[src/sv/hhfl_pkg.sv]
package hhfl_pkg;

   localparam int OFFSET_BITS   = 32;
   localparam int MAX_TAG_LEN   = 4096;
   localparam int TAG_LEN_BITS  = $clog2(MAX_TAG_LEN + 1);

   localparam int KIND_COUNT    = 5;
   localparam int KIND_HEAD     = 0;
   localparam int KIND_END_HEAD = 1;
   localparam int KIND_TITLE    = 2;
   localparam int KIND_END_TITLE = 3;
   localparam int KIND_META     = 4;

   localparam int TITLE_SKIP       = 7;
   localparam int SCAN_FROM        = 6;
   localparam int NAME_KEY_LEN     = 6;
   localparam int CONTENT_KEY_LEN  = 9;
   localparam int NAME_PROG_BITS   = $clog2(NAME_KEY_LEN + 1);
   localparam int CONTENT_PROG_BITS = $clog2(CONTENT_KEY_LEN + 1);

   // scan flag bits
   localparam int SCAN_KEY_FOUND   = 0;
   localparam int SCAN_RUN_END     = 1;
   localparam int SCAN_QUOTE_FOUND = 1;

   localparam logic FIELD_TITLE = 1'b0;
   localparam logic FIELD_META  = 1'b1;

   localparam logic [7:0] CHAR_LT    = 8'h3C;
   localparam logic [7:0] CHAR_GT    = 8'h3E;
   localparam logic [7:0] CHAR_QUOTE = 8'h22;

   localparam int NAME_LEN_BITS  = 13;
   localparam int REQ_TDATA_BITS = 8;
   localparam int RSP_PAYLOAD_BITS = 3 * OFFSET_BITS + NAME_LEN_BITS;
   localparam int RSP_TDATA_BITS = ((RSP_PAYLOAD_BITS + 7) / 8) * 8;

   typedef struct packed {
      logic                     field_kind;
      logic [OFFSET_BITS-1:0]   value_start;
      logic [OFFSET_BITS-1:0]   value_end;
      logic [OFFSET_BITS-1:0]   name_start;
      logic [NAME_LEN_BITS-1:0] name_length;
   } hhfl_result_type;

   function automatic logic is_alnum(input logic [7:0] b);
      return (b >= "0" && b <= "9") || (b >= "A" && b <= "Z") || (b >= "a" && b <= "z");
   endfunction

   function automatic logic [7:0] to_upper(input logic [7:0] b);
      return (b >= "a" && b <= "z") ? b - 8'd32 : b;
   endfunction

   function automatic logic [2:0] kind_len(input logic [2:0] kind);
      logic [2:0] len;
      case (kind)
         3'(KIND_HEAD):      len = 3'd4;
         3'(KIND_END_HEAD):  len = 3'd5;
         3'(KIND_TITLE):     len = 3'd5;
         3'(KIND_END_TITLE): len = 3'd6;
         3'(KIND_META):      len = 3'd4;
         default:            len = 3'd0;
      endcase
      return len;
   endfunction

   // tag name text, padded with blanks to six characters
   function automatic logic [7:0] kind_char(input logic [2:0] kind, input logic [2:0] pos);
      logic [47:0] text;
      logic [7:0]  c;
      case (kind)
         3'(KIND_HEAD):      text = "HEAD  ";
         3'(KIND_END_HEAD):  text = "/HEAD ";
         3'(KIND_TITLE):     text = "TITLE ";
         3'(KIND_END_TITLE): text = "/TITLE";
         3'(KIND_META):      text = "META  ";
         default:            text = "      ";
      endcase
      case (pos)
         3'd0:    c = text[47:40];
         3'd1:    c = text[39:32];
         3'd2:    c = text[31:24];
         3'd3:    c = text[23:16];
         3'd4:    c = text[15:8];
         3'd5:    c = text[7:0];
         default: c = 8'h00;
      endcase
      return c;
   endfunction

   function automatic logic [7:0] name_key_char(input logic [NAME_PROG_BITS-1:0] pos);
      logic [7:0] c;
      case (pos)
         3'd0:    c = "N";
         3'd1:    c = "A";
         3'd2:    c = "M";
         3'd3:    c = "E";
         3'd4:    c = "=";
         3'd5:    c = CHAR_QUOTE;
         default: c = 8'h00;
      endcase
      return c;
   endfunction

   function automatic logic [7:0] content_key_char(input logic [CONTENT_PROG_BITS-1:0] pos);
      logic [7:0] c;
      case (pos)
         4'd0:    c = "C";
         4'd1:    c = "O";
         4'd2:    c = "N";
         4'd3:    c = "T";
         4'd4:    c = "E";
         4'd5:    c = "N";
         4'd6:    c = "T";
         4'd7:    c = "=";
         4'd8:    c = CHAR_QUOTE;
         default: c = 8'h00;
      endcase
      return c;
   endfunction

endpackage

[src/sv/hhfl_core.sv]
module hhfl_core
   import hhfl_pkg::*;
(
   input  logic            clock,
   input  logic            reset,
   input  logic            step,
   input  logic [7:0]      data_byte,
   input  logic            doc_start,
   output logic            emit,
   output hhfl_result_type result
);

   logic                          head_open_ff, head_open_in;
   logic                          parse_finished_ff, parse_finished_in;
   logic                          inside_tag_ff, inside_tag_in;
   logic [TAG_LEN_BITS-1:0]       tag_length_ff, tag_length_in;
   logic [OFFSET_BITS-1:0]        tag_start_offset_ff, tag_start_offset_in;
   logic [OFFSET_BITS-1:0]        byte_offset_ff, byte_offset_in;
   logic [OFFSET_BITS-1:0]        title_value_start_ff, title_value_start_in;
   logic                          title_opener_seen_ff, title_opener_seen_in;
   logic [KIND_COUNT-1:0]         tag_name_alive_ff, tag_name_alive_in;
   logic [NAME_PROG_BITS-1:0]     name_key_progress_ff, name_key_progress_in;
   logic [CONTENT_PROG_BITS-1:0]  content_key_progress_ff, content_key_progress_in;
   logic [TAG_LEN_BITS-1:0]       name_value_offset_ff, name_value_offset_in;
   logic [TAG_LEN_BITS-1:0]       name_run_length_ff, name_run_length_in;
   logic [1:0]                    name_scan_flags_ff, name_scan_flags_in;
   logic [TAG_LEN_BITS-1:0]       content_value_offset_ff, content_value_offset_in;
   logic [TAG_LEN_BITS-1:0]       closing_quote_offset_ff, closing_quote_offset_in;
   logic [1:0]                    content_scan_flags_ff, content_scan_flags_in;

   logic [OFFSET_BITS-1:0]  here;
   logic [TAG_LEN_BITS-1:0] idx;
   logic [OFFSET_BITS-1:0]  title_diff;

   always_comb begin
      // doc_start wipes everything before the byte is looked at
      head_open_in            = doc_start ? 1'b0 : head_open_ff;
      parse_finished_in       = doc_start ? 1'b0 : parse_finished_ff;
      inside_tag_in           = doc_start ? 1'b0 : inside_tag_ff;
      tag_start_offset_in     = doc_start ? '0 : tag_start_offset_ff;
      title_value_start_in    = doc_start ? '0 : title_value_start_ff;
      title_opener_seen_in    = doc_start ? 1'b0 : title_opener_seen_ff;
      tag_length_in           = doc_start ? '0 : tag_length_ff;
      tag_name_alive_in       = doc_start ? '1 : tag_name_alive_ff;
      name_key_progress_in    = doc_start ? '0 : name_key_progress_ff;
      content_key_progress_in = doc_start ? '0 : content_key_progress_ff;
      name_value_offset_in    = doc_start ? '0 : name_value_offset_ff;
      name_run_length_in      = doc_start ? '0 : name_run_length_ff;
      name_scan_flags_in      = doc_start ? '0 : name_scan_flags_ff;
      content_value_offset_in = doc_start ? '0 : content_value_offset_ff;
      closing_quote_offset_in = doc_start ? '0 : closing_quote_offset_ff;
      content_scan_flags_in   = doc_start ? '0 : content_scan_flags_ff;

      here           = doc_start ? '0 : byte_offset_ff;
      byte_offset_in = here + 1'b1;
      idx            = '0;
      title_diff     = '0;

      emit               = 1'b0;
      result.field_kind  = FIELD_TITLE;
      result.value_start = '0;
      result.value_end   = '0;
      result.name_start  = '0;
      result.name_length = '0;

      if (!parse_finished_in && (inside_tag_in || data_byte == CHAR_LT)) begin
         if (!inside_tag_in) begin
            inside_tag_in           = 1'b1;
            tag_start_offset_in     = here;
            tag_length_in           = '0;
            tag_name_alive_in       = '1;
            name_key_progress_in    = '0;
            content_key_progress_in = '0;
            name_value_offset_in    = '0;
            name_run_length_in      = '0;
            name_scan_flags_in      = '0;
            content_value_offset_in = '0;
            closing_quote_offset_in = '0;
            content_scan_flags_in   = '0;
         end
         idx = tag_length_in;

         // tag name matchers, one per known name
         for (int k = 0; k < KIND_COUNT; k++) begin
            if (idx >= TAG_LEN_BITS'(1) && idx <= TAG_LEN_BITS'(kind_len(3'(k)))) begin
               if (to_upper(data_byte) != kind_char(3'(k), 3'(idx - TAG_LEN_BITS'(1))))
                  tag_name_alive_in[k] = 1'b0;
            end else if (idx == TAG_LEN_BITS'(kind_len(3'(k))) + TAG_LEN_BITS'(1)
                         && is_alnum(data_byte)) begin
               tag_name_alive_in[k] = 1'b0;
            end
         end

         if (idx >= TAG_LEN_BITS'(SCAN_FROM)) begin
            // NAME=" search, then the alphanumeric run after it
            if (!name_scan_flags_in[SCAN_KEY_FOUND]) begin
               if (data_byte == name_key_char(name_key_progress_in))
                  name_key_progress_in = name_key_progress_in + 1'b1;
               else if (data_byte == name_key_char('0))
                  name_key_progress_in = NAME_PROG_BITS'(1);
               else
                  name_key_progress_in = '0;
               if (name_key_progress_in == NAME_PROG_BITS'(NAME_KEY_LEN)) begin
                  name_scan_flags_in[SCAN_KEY_FOUND] = 1'b1;
                  name_value_offset_in = idx + 1'b1;
                  name_run_length_in   = '0;
               end
            end else if (!name_scan_flags_in[SCAN_RUN_END]) begin
               if (is_alnum(data_byte))
                  name_run_length_in = name_run_length_in + 1'b1;
               else
                  name_scan_flags_in[SCAN_RUN_END] = 1'b1;
            end

            // CONTENT=" search, then the closing quote
            if (!content_scan_flags_in[SCAN_KEY_FOUND]) begin
               if (data_byte == content_key_char(content_key_progress_in))
                  content_key_progress_in = content_key_progress_in + 1'b1;
               else if (data_byte == content_key_char('0))
                  content_key_progress_in = CONTENT_PROG_BITS'(1);
               else
                  content_key_progress_in = '0;
               if (content_key_progress_in == CONTENT_PROG_BITS'(CONTENT_KEY_LEN)) begin
                  content_scan_flags_in[SCAN_KEY_FOUND] = 1'b1;
                  content_value_offset_in = idx + 1'b1;
               end
            end else if (!content_scan_flags_in[SCAN_QUOTE_FOUND]) begin
               if (data_byte == CHAR_QUOTE) begin
                  content_scan_flags_in[SCAN_QUOTE_FOUND] = 1'b1;
                  closing_quote_offset_in = idx;
               end
            end
         end

         tag_length_in = idx + 1'b1;

         // tag closes on '>' or when cut at the length limit
         if (data_byte == CHAR_GT || tag_length_in >= TAG_LEN_BITS'(MAX_TAG_LEN)) begin
            inside_tag_in = 1'b0;
            if (!head_open_in) begin
               if (tag_name_alive_in[KIND_HEAD])
                  head_open_in = 1'b1;
            end else if (tag_name_alive_in[KIND_END_HEAD]) begin
               parse_finished_in = 1'b1;
            end else begin
               if (tag_name_alive_in[KIND_TITLE]) begin
                  title_value_start_in = tag_start_offset_in + OFFSET_BITS'(TITLE_SKIP);
                  title_opener_seen_in = 1'b1;
               end
               title_diff = tag_start_offset_in - 1'b1 - title_value_start_in;
               if (title_opener_seen_in && tag_name_alive_in[KIND_END_TITLE]
                   && title_diff != '0 && !title_diff[OFFSET_BITS-1]) begin
                  emit               = 1'b1;
                  result.field_kind  = FIELD_TITLE;
                  result.value_start = title_value_start_in;
                  result.value_end   = tag_start_offset_in - 1'b1;
               end else if (tag_name_alive_in[KIND_META]
                            && name_scan_flags_in[SCAN_KEY_FOUND]
                            && content_scan_flags_in == 2'b11
                            && name_run_length_in != '0) begin
                  emit               = 1'b1;
                  result.field_kind  = FIELD_META;
                  result.value_start = tag_start_offset_in
                                       + OFFSET_BITS'(content_value_offset_in);
                  result.value_end   = tag_start_offset_in
                                       + OFFSET_BITS'(closing_quote_offset_in) - 1'b1;
                  result.name_start  = tag_start_offset_in
                                       + OFFSET_BITS'(name_value_offset_in);
                  result.name_length = NAME_LEN_BITS'(name_run_length_in);
               end
            end
         end
      end
   end

   always_ff @(posedge clock) begin
      if (reset) begin
         head_open_ff            <= 1'b0;
         parse_finished_ff       <= 1'b0;
         inside_tag_ff           <= 1'b0;
         tag_length_ff           <= '0;
         tag_start_offset_ff     <= '0;
         byte_offset_ff          <= '0;
         title_value_start_ff    <= '0;
         title_opener_seen_ff    <= 1'b0;
         tag_name_alive_ff       <= '1;
         name_key_progress_ff    <= '0;
         content_key_progress_ff <= '0;
         name_value_offset_ff    <= '0;
         name_run_length_ff      <= '0;
         name_scan_flags_ff      <= '0;
         content_value_offset_ff <= '0;
         closing_quote_offset_ff <= '0;
         content_scan_flags_ff   <= '0;
      end else if (step) begin
         head_open_ff            <= head_open_in;
         parse_finished_ff       <= parse_finished_in;
         inside_tag_ff           <= inside_tag_in;
         tag_length_ff           <= tag_length_in;
         tag_start_offset_ff     <= tag_start_offset_in;
         byte_offset_ff          <= byte_offset_in;
         title_value_start_ff    <= title_value_start_in;
         title_opener_seen_ff    <= title_opener_seen_in;
         tag_name_alive_ff       <= tag_name_alive_in;
         name_key_progress_ff    <= name_key_progress_in;
         content_key_progress_ff <= content_key_progress_in;
         name_value_offset_ff    <= name_value_offset_in;
         name_run_length_ff      <= name_run_length_in;
         name_scan_flags_ff      <= name_scan_flags_in;
         content_value_offset_ff <= content_value_offset_in;
         closing_quote_offset_ff <= closing_quote_offset_in;
         content_scan_flags_ff   <= content_scan_flags_in;
      end
   end

endmodule

[src/sv/html_head_field_locator_unit.sv]
// Channel  | Dir | Ports                                        | Carries
// ---------+-----+----------------------------------------------+------------------------------
// request  | in  | req_tvalid, req_tready, req_tdata, req_tuser | doc byte; tuser = doc_start
// response | out | rsp_tvalid, rsp_tready, rsp_tdata, rsp_tuser | field span; tuser = field_kind
//
// One byte per cycle sustained while rsp is not stalled: a request is registered on
// acceptance, run through the parse core once the output register is free, and its
// response (if any) is captured in the output register, from which it shows on rsp.
// Reset is synchronous, active high, and clears all parse state and both
// valid flags. A stalled response holds the output register and the core; a request
// is still taken as long as the byte already held can move on in the same cycle.
module html_head_field_locator_unit
   import hhfl_pkg::*;
(
   input  logic                      clock,
   input  logic                      reset,
   input  logic                      req_tvalid,
   output logic                      req_tready,
   input  logic [REQ_TDATA_BITS-1:0] req_tdata,   // [7:0] data_byte
   input  logic                      req_tuser,   // [0] doc_start
   output logic                      rsp_tvalid,
   input  logic                      rsp_tready,
   output logic [RSP_TDATA_BITS-1:0] rsp_tdata,   // value_start, value_end, name_start,
                                                  // name_length, zero fill
   output logic                      rsp_tuser    // [0] field_kind
);

   logic            in_valid_ff;
   logic [7:0]      in_byte_ff;
   logic            in_doc_ff;
   logic            out_valid_ff;
   hhfl_result_type out_result_ff;

   logic            out_free;
   logic            core_step;
   logic            core_emit;
   hhfl_result_type core_result;

   // the output register frees up when empty or being drained this cycle
   assign out_free   = !out_valid_ff || rsp_tready;
   assign core_step  = in_valid_ff && out_free;
   assign req_tready = !in_valid_ff || out_free;

   hhfl_core u_core (
      .clock     (clock),
      .reset     (reset),
      .step      (core_step),
      .data_byte (in_byte_ff),
      .doc_start (in_doc_ff),
      .emit      (core_emit),
      .result    (core_result)
   );

   always_ff @(posedge clock) begin
      if (reset) begin
         in_valid_ff  <= 1'b0;
         out_valid_ff <= 1'b0;
      end else begin
         if (req_tvalid && req_tready)
            in_valid_ff <= 1'b1;
         else if (core_step)
            in_valid_ff <= 1'b0;

         if (core_step)
            out_valid_ff <= core_emit;
         else if (rsp_tready)
            out_valid_ff <= 1'b0;
      end
   end

   // payload, no reset needed
   always_ff @(posedge clock) begin
      if (req_tvalid && req_tready) begin
         in_byte_ff <= req_tdata[7:0];
         in_doc_ff  <= req_tuser;
      end
      if (core_step && core_emit)
         out_result_ff <= core_result;
   end

   assign rsp_tvalid = out_valid_ff;
   assign rsp_tuser  = out_result_ff.field_kind;
   assign rsp_tdata  = {{(RSP_TDATA_BITS - RSP_PAYLOAD_BITS){1'b0}},
                        out_result_ff.name_length,
                        out_result_ff.name_start,
                        out_result_ff.value_end,
                        out_result_ff.value_start};

`ifndef SYNTHESIS
   // a result from the core always shows up on the next cycle
   assert property (@(posedge clock) disable iff (reset)
      core_step && core_emit |=> rsp_tvalid)
      else $error("core result not registered");

   // core never overwrites a response that is still stalled
   assert property (@(posedge clock) disable iff (reset)
      !(out_valid_ff && !rsp_tready && core_step))
      else $error("core stepped over a stalled response");

   // an empty input stage must take a request
   assert property (@(posedge clock) disable iff (reset)
      !in_valid_ff |-> req_tready)
      else $error("empty input stage not ready");

   // title spans carry no name
   assert property (@(posedge clock) disable iff (reset)
      rsp_tvalid && rsp_tuser == FIELD_TITLE |->
         out_result_ff.name_length == '0 && out_result_ff.name_start == '0)
      else $error("title span with name fields");

   // meta spans always carry a non-empty name run
   assert property (@(posedge clock) disable iff (reset)
      rsp_tvalid && rsp_tuser == FIELD_META |-> out_result_ff.name_length != '0)
      else $error("meta span with empty name");
`endif

endmodule

[config.mk]
export PLATFORM = sky130hd
export DESIGN_NAME = html_head_field_locator_unit
export DESIGN_NICKNAME = d
export VERILOG_FILES = /design/src/sv/hhfl_pkg.sv /design/src/sv/hhfl_core.sv /design/src/sv/html_head_field_locator_unit.sv
export SDC_FILE = /design/constraint.sdc
export NUM_CORES = 1
export LEC_CHECK = 0
export BUFFER_PORTS_ARGS = -buffer_cell sky130_fd_sc_hd__clkbuf_2
export CAP_MARGIN = 5
export CORE_ASPECT_RATIO = 0.75
export CORE_MARGIN = 2
export CORE_UTILIZATION = 55
export CTS_CLUSTER_SIZE = 30
export DETAILED_ROUTE_END_ITERATION = 16
export PLACE_DENSITY = 0.77
export SLEW_MARGIN = 20
export SYNTH_ARGS = -nofsm -noshare
export SYNTH_HDL_FRONTEND = slang
export SYNTH_SLANG_ARGS = --single-unit
[constraint.sdc]
create_clock -name clock -period 27.8 [get_ports clock]
set_input_delay 1.39 -clock clock [delete_from_list [all_inputs] [get_ports clock]]
set_output_delay 1.39 -clock clock [all_outputs]
set_load 0.01 [all_outputs]
==> results by group, run 1 <==
Critical path
  • Reg2reg end: rsp_tdata[63]
  • Startpoint types: flop
  • Critical-path maximum fanout: 68
  • Cells on worst reg2reg path: 31
  • Reg2Reg Setup Slack: 17850 ps
  • Critical path capture point type: flop
  • CP Capture Point: rsp_tdata[63]
  • Cell mode on critical path: buf_4
  • CP max stage cell: a21oi_1
  • Crit path required time: between 20000 and 30000 ps
  • Worst R2R Start: in_doc_ff
  • Kind of critical path: flop to flop
  • Setup crit start: in_doc_ff
  • Slowest Stage Delay on Critical Path: approximately 530 ps
  • Critical Path AT: 10100 ps

STA
  • Slew @ Worst Pin: 1238 ps
  • Final Cycle Share: 35.79%
  • RSZ-0062 raised after global routing: false
  • Fin. Hold Viols: 0
  • Max Slew Vio Count: 0
  • Final TNS setup: 0 ps
  • Max_slew headroom: 16.60%
  • Final number of setup-violating endpoints: 0
  • Maximum clock frequency: between 100 and 150 MHz
  • Final setup skew: 25.51 ps
  • Final min period: 9949 ps

Clocking
  • Num Clock Sinks: 302
  • Clk buf depth: 3
  • CTS Buf Count: 34
  • CTS tree: built
  • Worst-Skew Late Latency: 550 ps
  • Setup bufs post-CTS: 0
  • Clk root buf: clkbuf_16
  • Hold Buf Count CTS: 0
  • Post_cts resized: 0
  • Htree depth: 2
  • Clock transition at path regs: 60 ps

Place
  • Dpl cells: 3211
  • RD Place Congestion: 0.9876
  • Final HPWL DP: 53530 µm
  • PortBufs: ~120

Global routing
  • First-pass GRT wire length: 114800 µm
  • Initial antenna violation count: 1
  • Vias in the first global route: 19798
  • GRT Util Overall: 34.40%
  • Largest net degree at the start of global routing: between 80 and 90
  • Gr ovfl total: 0

Floorplan
  • Row count: 64
  • Boundary Pins: 128
  • Die X: 237.4 µm
  • Die ar.: 42510 µm²
  • Initial Util: 55.47%
  • Chip height: 179.1 µm
  • Core area: a little over 40000 µm²

Final layout
  • Fillcell total: approximately 3500
  • FF+latch area: 7238 µm²
  • Final nets: about 2900
  • ANT cells: 0
  • Non-filler instance count after layout: 3273
  • Layout cell share with drive strength beyond 1: 11.00%
  • Layout area overhead: 9.064%
  • Multi-input logic area: between 10000 and 15000 µm²

Logic synthesis
  • Mapped Area: 22470 µm²
  • YS warnings: 0
  • Ys flop type: dfxtp_1
  • Synth Instances: 2688
  • Fraction of registers with async set/reset: 0%
  • Seq/Total Area, Yosys: 32.20%
  • Synth top area cells: dfxtp_1 16%, edfxtp_1 16%, ha_1 8.8%
  • Post-synth EDFFs: 119
  • Number of synthesized register bits: 302
  • Cell taking the most area after synthesis: dfxtp_1
  • Avg Inst Size Synth: 8.361 µm²
  • Post-synth cell types: 106
  • Synth top area share: 16.30%

Routing
  • Starting DRT DRC Count: 3190
  • Routed via count: 21525
  • Routed Antenna Nets: 0
  • Drt drc: 0
  • DR vias/cell: 6.577
  • 1st-pass router iterations: 6
  • Detailed Route WL: ~74000 µm
  • WL/cell: approximately 23 µm

Power
  • Pwr per Cell Area: 41.65 nW/µm²
  • Lkg Pwr: 8.626 nW
  • Max rail drop VDD: 0.04281 mV
  • Overall power: 1.021 mW

Flow run
  • Max-Cap Viols: 0

Status
  • Status: complete, no violations

Worst hold path
  • HP Class: flop to flop
worst min-delay path by stage:
stage | start | end | slack (ps) | cells after the start
2_1_floorplan | u_core.content_scan_flags_ff[1] | u_core.content_scan_flags_ff[1] | 450 | 2
3_3_place_gp | u_core.tag_name_alive_ff[4] | u_core.tag_name_alive_ff[4] | 460 | 2
3_5_place_dp | u_core.tag_name_alive_ff[1] | u_core.tag_name_alive_ff[1] | 470 | 2
4_1_cts | u_core.name_run_length_ff[9] | u_core.name_run_length_ff[9] | 490 | 2
5_1_grt | u_core.name_run_length_ff[9] | u_core.name_run_length_ff[9] | 500 | 2
6_report | u_core.name_run_length_ff[9] | u_core.name_run_length_ff[9] | 490 | 2
power by group:
| part | leakage, nW | switching (mW) | internal [mW] |
|---|---|---|---|
| combinational | 5.73 | 0.0564 | 0.0262 |
| sequential | 2.32 | 0.00516 | 0.458 |
| clock | 0.578 | 0.202 | 0.273 |
| total | 8.63 | 0.263 | 0.758 |
critical path, delay by kind of cell (launching register included):
family / cells / cell delay [ps]
AO/OA/AOI/OAI: 8 / 2390
XOR/XNOR: 1 / 190
adder cells (fa/ha/maj): 4 / 1300
buffers and inverters: 8 / 2270
flip-flops: 1 / 430
AND/OR/NAND/NOR: 10 / 2770
routing by layer:
layer | share of wire (%) | track usage [%] | vias up
li1 | - | - | 9728
met4 | 3.1 | 11.11 | 2
met3 | 12 | 8.483 | 183
met2 | 41 | 48.74 | 1381
met5 | 0.017 | 0 | -
met1 | 44 | 50.82 | 10231
Yosys cell counts, drive strengths merged (63+ instances only):
library cell  instances
a21oi               145
a22oi                85
clkbuf              115
dfxtp               183
edfxtp              119
ha                  158
inv                 127
mux2i                63
nand2               174
nand3                88
nor2                404
o21ai               117
xnor2               170
cells by family after synthesis:
| group | Yosys count | synth area share, % |
|---|---|---|
| mux | 67 | 3.006 |
| other cells | 1 | 0.01669 |
| compound gates | 691 | 21.71 |
| simple gates | 962 | 20.34 |
| xor+xnor | 206 | 8.061 |
| flops | 302 | 32.20 |
| fa+ha+maj | 162 | 9.153 |
| buf+inv | 297 | 5.512 |
final cells by class:
| type | count | area share, % |
|---|---|---|
| sequential | 302 | 29.53 |
| multi-input combinational | 2091 | 57.39 |
| clock buffer | 47 | 4.227 |
| timing repair buffer | 159 | 3.614 |
| tap | 528 | 2.695 |
| inverter | 131 | 2.016 |
| clock inverter | 15 | 0.5309 |
placed cells by master, fill, tap and decap left out, drive strengths merged, types with 14 or more instances in the layout:
cell and count:
nor2 404, dfxtp 183, nand2 174, xnor2 170, clkbuf 170, ha 158
a21oi 145, inv 130, edfxtp 119, o21ai 117, nand3 88, a22oi 85
mux2i 63, nor3 49, a31oi 44, o22ai 41, nand2b 37, xor2 36
buf 36, and3 35, a2bb2oi 35, nand4 29, o21a 28, and2 28
a32o 26, a21o 24, nor2b 22, nor4 21, or3 18, o211ai 16
a211oi 16, clkinv 14
flip-flops by register name (all words and copies together) (netlist names), 2 cells and up:
name                            cells
u_core.content_scan_flags_ff        2
u_core.tag_length_ff               13
u_core.tag_start_offset_ff         32
in_byte_ff                          8
u_core.name_value_offset_ff        13
rsp_tdata                         109
u_core.tag_name_alive_ff            5
u_core.name_run_length_ff          13
u_core.title_value_start_ff        32
u_core.content_key_progress_ff      4
u_core.closing_quote_offset_ff     13
u_core.content_value_offset_ff     13
u_core.byte_offset_ff              32
u_core.name_key_progress_ff         3
u_core.name_scan_flags_ff           2
stage by stage:
step	utilization [%]	instance area, µm²	setup WS [ps]	hold WS [ps]
2_1_floorplan	-	22480	17460	445.5
3_3_place_gp	57.60	23340	18250	459.3
3_5_place_dp	57.60	23340	18020	471.4
4_1_cts	60.47	24500	17980	487.6
5_1_grt	60.49	24510	17180	504.1
6_report	60.49	24510	17850	485.6
Power figures use the tool's default switching activity.
==> run 2: changes to the inputs <==
- clock period: 27.8 -> 10.2 ns (I/O delays scaled with it)
==> results by group, run 2 (same netlist as run 1, synthesis figures left out) <==
Place
  • Final HPWL DP: 53870 µm (+0.63%)
  • RD Place Congestion: 0.9560 (-3.2%)
  • PortBufs: 124 (unchanged)
  • Pre-CTS setup slack: 1488 ps (-16530 ps)
  • Dpl cells: 3215 (+0.12%)

Floorplan
  • Initial Util: 55.47% (unchanged)
  • Core area: 40520 µm² (unchanged)
  • Die ar.: 42510 µm² (unchanged)
  • Die X: 237.4 µm (unchanged)
  • Boundary Pins: 128 (unchanged)
  • Row count: 64 (unchanged)
  • Chip height: 179.1 µm (unchanged)

Routing
  • Drt drc: 0 (unchanged)
  • Starting DRT DRC Count: 2976 (-6.7%)
  • Routed Antenna Nets: 0 (unchanged)
  • 1st-pass router iterations: 6 (unchanged)
  • Routed via count: 21504 (-0.098%)
  • Detailed Route WL: 74360 µm (about the same)
  • DR vias/cell: 6.562 (-0.22%)
  • WL/cell: 22.69 µm (about the same)

Global routing
  • Gr ovfl total: 0 (unchanged)
  • Initial antenna violation count: 1 (unchanged)
  • Vias in the first global route: 19618 (-0.91%)
  • GRT Util Overall: 34.25% (-0.15 points)
  • First-pass GRT wire length: 114600 µm (-0.17%)
  • Largest net degree at the start of global routing: 97 (+13%)

Power
  • Lkg Pwr: 8.613 nW (-0.15%)
  • Overall power: 2.793 mW (+170%)
  • Max rail drop VDD: 0.1091 mV (+150%)
  • Pwr per Cell Area: 113.8 nW/µm² (+170%)

STA
  • Fin. Hold Viols: 0 (unchanged)
  • Max_slew headroom: 16.20% (-0.40 points)
  • PnR worst setup slack: 1185 ps (-16670 ps)
  • Final setup skew: 18.44 ps (-7.072 ps)
  • Final min period: 9015 ps (-933.7 ps)
  • RSZ-0062 raised after global routing: false
  • Final number of setup-violating endpoints: 0 (unchanged)
  • Final Cycle Share: 88.38% (+53 points)
  • Slew @ Worst Pin: 1249 ps (+11.48 ps)
  • Maximum clock frequency: 110.9 MHz (+10%)
  • Final TNS setup: 0 ps (unchanged)
  • Max Slew Vio Count: 0 (unchanged)

Clocking
  • Clock transition at path regs: 70 ps (about the same)
  • Post_cts resized: 0 (unchanged)
  • Clk buf depth: 3 (unchanged)
  • Clk root buf: clkbuf_16
  • Num Clock Sinks: 302 (unchanged)
  • Setup bufs post-CTS: 0 (unchanged)
  • CTS tree: built
  • CTS Buf Count: 34 (unchanged)
  • Worst-Skew Late Latency: 540 ps (about the same)
  • Hold Buf Count CTS: 0 (unchanged)
  • Htree depth: 2 (unchanged)

Critical path
  • Startpoint types: flop
  • Critical path capture point type: flop
  • Kind of critical path: flop to flop
  • CP max stage cell: inv_2
  • Reg2Reg Setup Slack: 1180 ps (-16670 ps)
  • Critical-path maximum fanout: 49 (-28%)
  • Slowest Stage Delay on Critical Path: 770 ps (+240 ps)
  • Crit path required time: 10610 ps (-17340 ps)
  • Critical Path AT: 9420 ps (-680 ps)

Final layout
  • ANT cells: 0 (unchanged)
  • Final nets: 2898 (+0.14%)
  • Fillcell total: 3470 (-1.1%)
  • Layout cell share with drive strength beyond 1: 10.88% (-0.13 points)
  • Non-filler instance count after layout: 3277 (+0.12%)
  • Most frequent cells in the layout: 401 x nor2_1, 182 x dfxtp_1, 170 x nand2_1, 169 x xnor2_1, 158 x ha_1
  • Layout area overhead: 9.169% (about the same)
  • Commonest non-fill, non-tap cell in the layout: nor2_1
  • Max reg flops: 109 (unchanged)
  • Util after Layout: 60.55% (about the same)

Flow run
  • Max-Cap Viols: 0 (unchanged)

Worst hold path
  • HP Class: primary input to flop

Status
  • Status: complete, no violations
## run 2: layout make-up
cell class | count | area (µm²) | area share (%)
clock buffer | 41 | 897.1 | 3.656
clock inverter | 21 | 256.5 | 1.045
inverter | 131 | 495.5 | 2.019
multi-input combinational | 2091 | 14070 | 57.35
sequential | 302 | 7238 | 29.50
tap | 528 | 660.6 | 2.693
timing repair buffer | 163 | 915.9 | 3.733
## run 2: path summary, 6_finish.rpt
path                                                    from                      endpoint  cells after the start
worst max-delay path                    u_core.inside_tag_ff                 rsp_tdata[74]                     29
worst min register to register  u_core.name_run_length_ff[9]  u_core.name_run_length_ff[9]                      2
worst max register to register          u_core.inside_tag_ff                 rsp_tdata[74]                     29
worst min-delay path                            req_tdata[3]                 in_byte_ff[3]                      1
## run 2: power by group
group | internal (mW) | total (mW) | switching (mW)
clock network | 0.761 | 1.31 | 0.546
registers | 1.25 | 1.26 | 0.0124
logic | 0.0722 | 0.225 | 0.153
total | 2.08 | 2.79 | 0.711
## run 2: worst max-delay path, delay by kind of cell (launching register included)
| kind | cells | cell delay, ps |
|---|---|---|
| DFF | 1 | 320 |
| AOI/OAI and AO/OA | 5 | 890 |
| buffers and inverters | 5 | 1980 |
| and+or+nand+nor | 15 | 4270 |
| adders and majority gates | 2 | 640 |
| muxes | 1 | 360 |
| xor gates and xnor gates | 1 | 380 |
## run 2: layer usage
| metal | vias up | routed length [µm] | track usage (%) |
|---|---|---|---|
| li1 | 9758 | - | - |
| met1 | 10223 | 32100 | 50.70 |
| met2 | 1354 | 30690 | 49.62 |
| met3 | 167 | 9429 | 7.498 |
| met4 | 2 | 2128 | 9.984 |
| met5 | - | 13 | 0 |
## run 2: metrics by stage
| step | hold slack, ps | cell area [µm²] |
|---|---|---|
| after floorplan | 445.5 | 22490 |
| after global placement | 458.4 | 23370 |
| after detailed placement | 466.6 | 23370 |
| after CTS | 126.2 | 24520 |
| after global routing | 128.8 | 24530 |
| final | 151.2 | 24530 |
